`config.mk`:
```
export PLATFORM = sky130hd
export DESIGN_NAME = ate_front
export DESIGN_NICKNAME = d
export VERILOG_FILES = /design/src/sv/ate_pkg.sv /design/src/sv/ate_front.sv
export SDC_FILE = /design/constraint.sdc
export NUM_CORES = 1
export LEC_CHECK = 0
export BUFFER_PORTS_ARGS = -buffer_cell sky130_fd_sc_hd__buf_2
export CAP_MARGIN = 25
export CORE_ASPECT_RATIO = 1.25
export CORE_MARGIN = 4
export CORE_UTILIZATION = 34
export DETAILED_ROUTE_END_ITERATION = 10
export GPL_TIMING_DRIVEN = 0
export MAX_ROUTING_LAYER = met4
export SYNTH_ARGS = -nofsm -noshare
export SYNTH_HDL_FRONTEND = slang
export SYNTH_SLANG_ARGS = --single-unit
export TNS_END_PERCENT = 100
```
`constraint.sdc`:
```
create_clock -name aclk -period 2.8 [get_ports aclk]
set_clock_uncertainty 0.05 [all_clocks]
set_input_delay 0.42 -clock aclk [delete_from_list [all_inputs] [get_ports aclk]]
set_output_delay 0.42 -clock aclk [all_outputs]
set_load 0.01 [all_outputs]
```
`src/sv/ate_pkg.sv`:
```
// Shared types, codes and constants of the ANSI text console engine.
package ate_pkg;

    localparam int DEF_ROWS = 64;
    localparam int DEF_COLS = 80;

    localparam logic [15:0] WHITE       = 16'hFFFF;
    localparam logic [15:0] COLOR_RED   = 16'hFAAA;
    localparam logic [15:0] COLOR_YEL   = 16'hFEAB;
    localparam logic [15:0] COLOR_BLUE  = 16'h5CBF;
    localparam logic [15:0] COLOR_CYAN  = 16'h66FF;
    localparam logic [15:0] RST_PRIMARY = 16'h07E0;
    localparam logic [15:0] RST_SECOND  = 16'hF81F;

    localparam logic [7:0] ESC_BYTE = 8'h1B;
    localparam logic [7:0] DEL_BYTE = 8'h7F;
    localparam logic [7:0] SPACE    = 8'h20;

    localparam logic [1:0] KIND_PUT   = 2'd0;
    localparam logic [1:0] KIND_READ  = 2'd1;
    localparam logic [1:0] KIND_CLEAR = 2'd2;

    localparam logic [9:0] SEL_RESET  = 10'd0;
    localparam logic [9:0] SEL_RED    = 10'd31;
    localparam logic [9:0] SEL_PRIM   = 10'd32;
    localparam logic [9:0] SEL_YEL    = 10'd33;
    localparam logic [9:0] SEL_BLUE   = 10'd34;
    localparam logic [9:0] SEL_SECOND = 10'd35;
    localparam logic [9:0] SEL_CYAN   = 10'd36;
    localparam logic [9:0] SEL_WHITE  = 10'd37;

    localparam logic [0:0] REG_PRIMARY = 1'b0;
    localparam logic [0:0] REG_SECOND  = 1'b1;

    typedef enum logic [3:0] {
        BC_ESC, BC_LBRACK, BC_DIGIT, BC_M, BC_NL, BC_CR, BC_TAB, BC_BS,
        BC_PRINT, BC_OTHER
    } byte_class_t;

    typedef enum logic [1:0] {
        PH_TEXT, PH_ESC, PH_CSI
    } esc_phase_t;

    typedef enum logic [2:0] {
        BK_IDLE, BK_EXEC, BK_SWEEP, BK_TAB, BK_PUT, BK_READ, BK_RESP
    } back_state_t;

    typedef struct packed {
        logic [1:0]  kind;
        logic [7:0]  char_code;
        logic [15:0] default_color;
        logic [5:0]  read_row;
        logic [6:0]  read_col;
    } in_item_t;

    typedef struct packed {
        logic [7:0]  cell_char;
        logic [15:0] cell_color;
        logic [5:0]  head_row;
        logic [6:0]  cursor_col;
        logic [15:0] current_color;
    } out_item_t;

    typedef struct packed {
        logic [1:0]  kind;
        byte_class_t cls;
        logic [7:0]  ch;
        logic [15:0] dflt;
        logic [5:0]  read_row;
        logic [6:0]  read_col;
    } q_item_t;

endpackage

```
`src/sv/ate_front.sv`:
```
// Front end: accepts transactions, classifies the byte and queues the work.
module ate_front (
    input  logic               aclk,
    input  logic               aresetn,
    input  logic               s_valid,
    output logic               s_ready,
    input  ate_pkg::in_item_t  s_data,
    input  logic               init_busy,
    output logic               q_valid,
    output ate_pkg::q_item_t   q_item,
    input  logic               q_pop
);
    import ate_pkg::*;

    function automatic byte_class_t classify(input logic [7:0] b);
        byte_class_t c;
        c = BC_OTHER;
        if (b == ESC_BYTE) c = BC_ESC;
        else if (b == 8'h5B) c = BC_LBRACK;
        else if (b >= 8'h30 && b <= 8'h39) c = BC_DIGIT;
        else if (b == 8'h6D) c = BC_M;
        else if (b == 8'h0A) c = BC_NL;
        else if (b == 8'h0D) c = BC_CR;
        else if (b == 8'h09) c = BC_TAB;
        else if (b == 8'h08 || b == DEL_BYTE) c = BC_BS;
        else if (b >= SPACE) c = BC_PRINT;
        return c;
    endfunction

    q_item_t    slot_reg [2];
    logic       wp_reg, wp_next, rp_reg, rp_next;
    logic [1:0] cnt_reg, cnt_next;
    logic       push;
    q_item_t    item;

    assign s_ready = (cnt_reg != 2'd2) && !init_busy;
    assign push    = s_valid && s_ready;
    assign q_valid = (cnt_reg != 2'd0);
    assign q_item  = slot_reg[rp_reg];

    always_comb begin
        item.kind     = s_data.kind;
        item.cls      = classify(s_data.char_code);
        item.ch       = s_data.char_code;
        item.dflt     = s_data.default_color;
        item.read_row = s_data.read_row;
        item.read_col = s_data.read_col;
        wp_next  = push ? ~wp_reg : wp_reg;
        rp_next  = q_pop ? ~rp_reg : rp_reg;
        cnt_next = cnt_reg + {1'b0, push} - {1'b0, q_pop};
    end

    always_ff @(posedge aclk) begin
        if (!aresetn) begin
            wp_reg  <= 1'b0;
            rp_reg  <= 1'b0;
            cnt_reg <= 2'd0;
        end else begin
            wp_reg  <= wp_next;
            rp_reg  <= rp_next;
            cnt_reg <= cnt_next;
        end
        if (push) begin
            slot_reg[wp_reg] <= item;
        end
    end
endmodule

```
Word level (Yosys, flattened, before mapping)
Memory sizes are Yosys's and may differ from the RTL's. A register that Yosys moved wholly into a read port is not among the register bits. Index checks and enable logic that the tools add are counted.

Memories: 1. Bits in latches: 0. Bits of input ports: 44. Logic and storage cells: 39. Bits in read-only memories: 0. Memory bits (writable): 86. Output and inout port bits: 45. Bits in registers: 4.

Divide/modulo/power cells: 0. $mul: 0. Reduce and logical (&&, ||, !) cells: 6. Mux-type cells: 13. Eq/ne operators: 9. Bitwise logic cells: 2. Add/subtract/negate cells: 2. Magnitude comparators: 3. Shifts and indexed selects: 0.

Memories: slot_reg (words 2, bits a word 43, rd ports 1, clocked after Yosys merged registers in 1, write ports 1, line ate_front.sv:30) `q_item_t slot_reg [2];`.

Operators by type and width (count): 8-bit by 4-bit == test with 1-bit output (second input constant) (4); 4-bit two-way mux (8); 8-bit by 7-bit == test with 1-bit output (second input constant) (3); 8-bit by 6-bit >= comparator with 1-bit output (second input constant) (2); 8-bit by 5-bit == test with 1-bit output (second input constant) (1); 8-bit by 6-bit <= comparator with 1-bit output (second input constant) (1); 1-bit two-way mux (5); 1-bit logical AND (3); 2-bit by 1-bit adder with 2-bit output (1); 2-bit inequality test (second input constant) (1); 1-bit NOT (2); 2-bit nonzero test (1); 2-bit by 1-bit subtractor with 2-bit output (1); 1-bit logical NOT (1); 1-bit logical OR (1).

Depth between registers and ports, before layout
Word-level depth: 10. Depth in mapped cells: 8. Mapped depth without buffers: 8.

Worst setup path after synthesis
Ideal clock, no wire load.

Path type: input -> register. Start: input port init_busy. End: memory slot_reg[0][0] (netlist name), enable pin. Library setup time: 0.445 ns. Cell stages on the path: 3. Path buffers: 0. Arrival time: 2.429 ns. Slack: -0.124 ns. Required time: 2.305 ns. Cells stage by stage: inv_1 -> o211ai_1 -> nor2_1.

Word-level cells in the longest chain between the ends: 5.

Ends and longest elaborated chain: start, declared (line ate_front.sv:8) `input logic init_busy,`; 1-bit logical NOT (line ate_front.sv:36) `assign s_ready = (cnt_reg != 2'd2) && !init_busy;`; 1-bit logical AND (line ate_front.sv:36); 1-bit logical AND (line ate_front.sv:37) `assign push = s_valid && s_ready;`; 1-bit two-way mux (line ate_front.sv:63) `if (push) begin`; 1-bit two-way mux (implied by the code) (line ate_front.sv:64) `slot_reg[wp_reg] <= item;`; end, declared (line ate_front.sv:30).

No other way between the ends.

==> metrics.log <==
[metrics] fraction of the mapped netlist area in compound gates: roughly 2.5%
[metrics] Critical R2R Capture: slot_reg[0][9]$_DFFE_PP_
[metrics] Clock Tree Root: clkbuf_16
[metrics] number of synthesized flops with an enable pin: 86
[metrics] detailed-route DRC error count: 0
[metrics] simple-gate share of the synthesized area: under 10%
[metrics] starting density of the core: about a third
[metrics] share of synthesized area occupied by flip-flops and latches: about three quarters
[metrics] share of flip-flops with an asynchronous set or reset after synthesis: 0%
[metrics] pin count of the biggest net entering global routing: 25
[metrics] post-synthesis instance area: 0.00351 mm2
[metrics] dominant cell by count in the synthesized netlist: edfxtp_1
[metrics] Adder-Cell Fraction of Synth Area: less than 1%
[metrics] sw power: ~0.7 mW
[metrics] minimum setup slack among reg-to-reg paths: roughly 960 ps
[metrics] Rel. slew slack: between 40 and 50%
[metrics] Hold Path Class: in -> reg
[metrics] relative contribution of combinational cells to total power: a little over a tenth
[metrics] dominant cell type by area after synthesis: edfxtp_1
[metrics] final estimated routing congestion in global placement: 0.667
[metrics] number of buffer cells added on primary ports: 88
[metrics] power share of the sequential group: between 40% and 50%
[metrics] overall die width: 98.9 um
[metrics] count of synthesis-stage warnings from yosys: 0
[metrics] remaining antenna violation count after routing: 0
[metrics] Top Ports: 89
[metrics] static leakage: about 1.7 nW
[metrics] Worst Min Path Start: s_data[20]
[metrics] most used flip-flop cell after synthesis: edfxtp_1
[metrics] 1st-pass router iterations: 4
[metrics] Setup Buffers After CTS: 0
[metrics] clock tree from TritonCTS: done
[metrics] result of the run: complete, no violations
[metrics] DR vias: 1,955
[metrics] biggest area contributors in the synthesized netlist: edfxtp_1 (73%), mux2_1 (11%), mux2_2 (3.2%)
[metrics] area growth from synthesis to layout: 28.7%
[metrics] worst vdd rail ir drop: 0.340 mV
[metrics] min cycle time layout: around 2500 ps
[metrics] drt wl/cell: 15.5 um
[metrics] cells after synthesis: between 150 and 200
[metrics] highest clock rate: about 400 MHz
[metrics] worst-path maximum fanout: 10
[metrics] unrepaired setup endpoints after global routing: no
[metrics] total number of H-tree levels: 3
[metrics] total congestion overflow after global routing: 0
[metrics] dpl hpwl: ~4.6 mm
[metrics] power density normalized to cell area: approximately 740 mW/mm2
[metrics] Hold Fails Final Rpt: 0
[metrics] Hold Crit Endpoint: slot_reg[0][20]$_DFFE_PP_
[metrics] final cell area excluding filler cells: 0.00452 mm2
[metrics] portion of netlist area occupied by mux cells: between 10% and 20%
[metrics] Via density: around 4.6
[metrics] count of hold-fix buffers inserted at cts: 0
[metrics] Max Buffers Root-to-Sink: 2
[metrics] Num CTS Buffers: 9
[metrics] number of cells on the worst reg-to-reg path: 4
[metrics] Clk pin slew, worst setup/hold paths: 60 ps
[metrics] vias in the first global route: 2,088
[metrics] hold-critical path depth: 1
[metrics] share of the synthesized area in the top cell type: 73.5%
[metrics] synthesized area per cell: around 19 um2
[metrics] DRC violation total after the first TritonRoute iteration: 55
[metrics] area taken by flip-flops and latches: 0.00268 mm2
[metrics] core area: just over 0.01 mm2
[metrics] Final #Nets: approximately 340
[metrics] Final Slew Violations: 0
[metrics] switching part of the total: a little over a fifth
[metrics] path type of the worst setup path: reg -> out
[metrics] Netlist cell types: 32
[metrics] wire length of the first global-routing pass: about 10 mm
[metrics] CTS sink count: a little over 90
[metrics] internal power: ~2.6 mW
[metrics] nature of the critical path startpoint: register
[metrics] number of synthesized register bits: 91
[metrics] detailed-route wire length: about 6.6 mm
[metrics] # diodes: 0
[metrics] Post-Synth XOR/XNOR Area: less than 1%
[metrics] number of max-capacitance violations reported: 0
[metrics] Slew @ Worst Pin: around 780 ps
[metrics] std cell rows: 41
[metrics] Die Ht: 122 um
[metrics] arrival time reported for the critical path endpoint: between 2000 and 2500 ps
[metrics] Final Setup Violations: 0
[metrics] fraction of final layout cells sized beyond drive strength 1: between 40% and 50%
[metrics] antenna violations before repair: 0
[metrics] insertion delay of the later-clocked pin in the worst-skew pair: 340 ps
[metrics] Clk network pwr share: 41.5%
[metrics] combinational family with the most area after synthesis: multiplexers
[metrics] top cell types by occurrence after synthesis: edfxtp_1 (86), mux2_1 (34), mux2_2 (10)
[metrics] post-synthesis net count: roughly 230
[metrics] instance area at placement: 0.00417 mm2
[metrics] crit end category: output pin
[metrics] fin crit share: approximately nine tenths
[metrics] cts repair resizes: 0
[metrics] # fillers: ~900
[metrics] Post-Route Hold Slack: about 220 ps
[metrics] Largest register FFs: 86
[metrics] multi-input logic area: 803 um2
[metrics] worst r2r src: cnt_reg[1]$_SDFF_PN0_
[metrics] global routing usage summed across all routing layers: between 10% and 20%
[metrics] die area: approximately 0.012 mm2
[metrics] critical path required time: 2330 ps
==> metrics by stage <==
stage | cells | util (%) | TNS [ps] | total power [mW] | setup slack (ps)
2_1_floorplan | 188 | - | 0 | 1.82 | 552
3_5_place_dp | 407 | 41.3 | 0 | 1.99 | 605
3_3_place_gp | 405 | 40.8 | -13680 | 1.97 | -254
4_1_cts | 423 | 44.8 | 0 | 3.38 | 219
5_1_grt | 423 | 44.8 | 0 | 3.48 | 128
6_report | 423 | 44.8 | 0 | 3.33 | 280
==> metal layers <==
| layer | routed length (um) | track usage, % |
|---|---|---|
| met2 | 3320 | 18.8 |
| met1 | 2780 | 13.8 |
| met4 | 203 | 7.77 |
| met5 | 0 | - |
| met3 | 263 | 1.95 |
==> layout make-up <==
cell class / instances / share of cell area (%)
flip-flops and latches: 91 / 59.3
repair buffers: 90 / 10.8
clock buffers: 10 / 5.28
multi-input cells: 87 / 17.8
well taps: 129 / 3.57
clock inverters: 6 / 2.49
plain buffers: 6 / 0.498
inverters: 4 / 0.332
==> cell usage in the layout, fill, tap and decap left out, types with 2 or more instances in the layout <==
cell and count:
ha_1 2, o21ai_0 2, clkinvlp_4 3, a21oi_1 2, inv_1 4, xnor2_1 2, clkbuf_1 6, and2b_1 2
o211ai_1 2, mux2_2 10, nor2_1 5, buf_2 88, edfxtp_1 86, dfxtp_1 5, mux2_1 34, clkbuf_16 9
and2_1 5, nand4_1 2, bufinv_16 3
==> how the worst max path moves through the flow <==
stage | startpoint | to | slack, ps | depth (start not counted)
floorplan | init_busy | slot_reg[1][0]$_DFFE_PP_ | 550 | 2
global placement | init_busy | slot_reg[0][28]$_DFFE_PP_ | -250 | 4
detailed placement | register | q_item[7] | 600 | 4
CTS | register | q_item[7] | 220 | 4
global route | register | q_item[41] | 130 | 4
finish | register | q_item[7] | 280 | 4
==> critical path: stages (launching register included) <==
cell	delay, ps
dfxtp_1	300
clkbuf_1	310
clkbuf_1	550
mux2_1	410
buf_2	150
==> logic make-up (layout without fill, tap and decap cells) <==
group / Yosys count / count (layout)
buf+inv: 10 / 116
fa+ha+maj: 2 / 2
compound gates: 12 / 12
simple gates: 26 / 26
xor+xnor: 3 / 3
flops: 91 / 91
mux: 44 / 44
==> power by group through the flow <==
stage | registers [mW] | logic, mW | clock network, mW
floorplan | 1.62 | 0.198 | 0
finish | 1.59 | 0.357 | 1.38
detailed placement | 1.62 | 0.367 | 0
CTS | 1.59 | 0.369 | 1.42
global placement | 1.62 | 0.347 | 0
global route | 1.60 | 0.397 | 1.48
(Power assumes the default switching activity.)
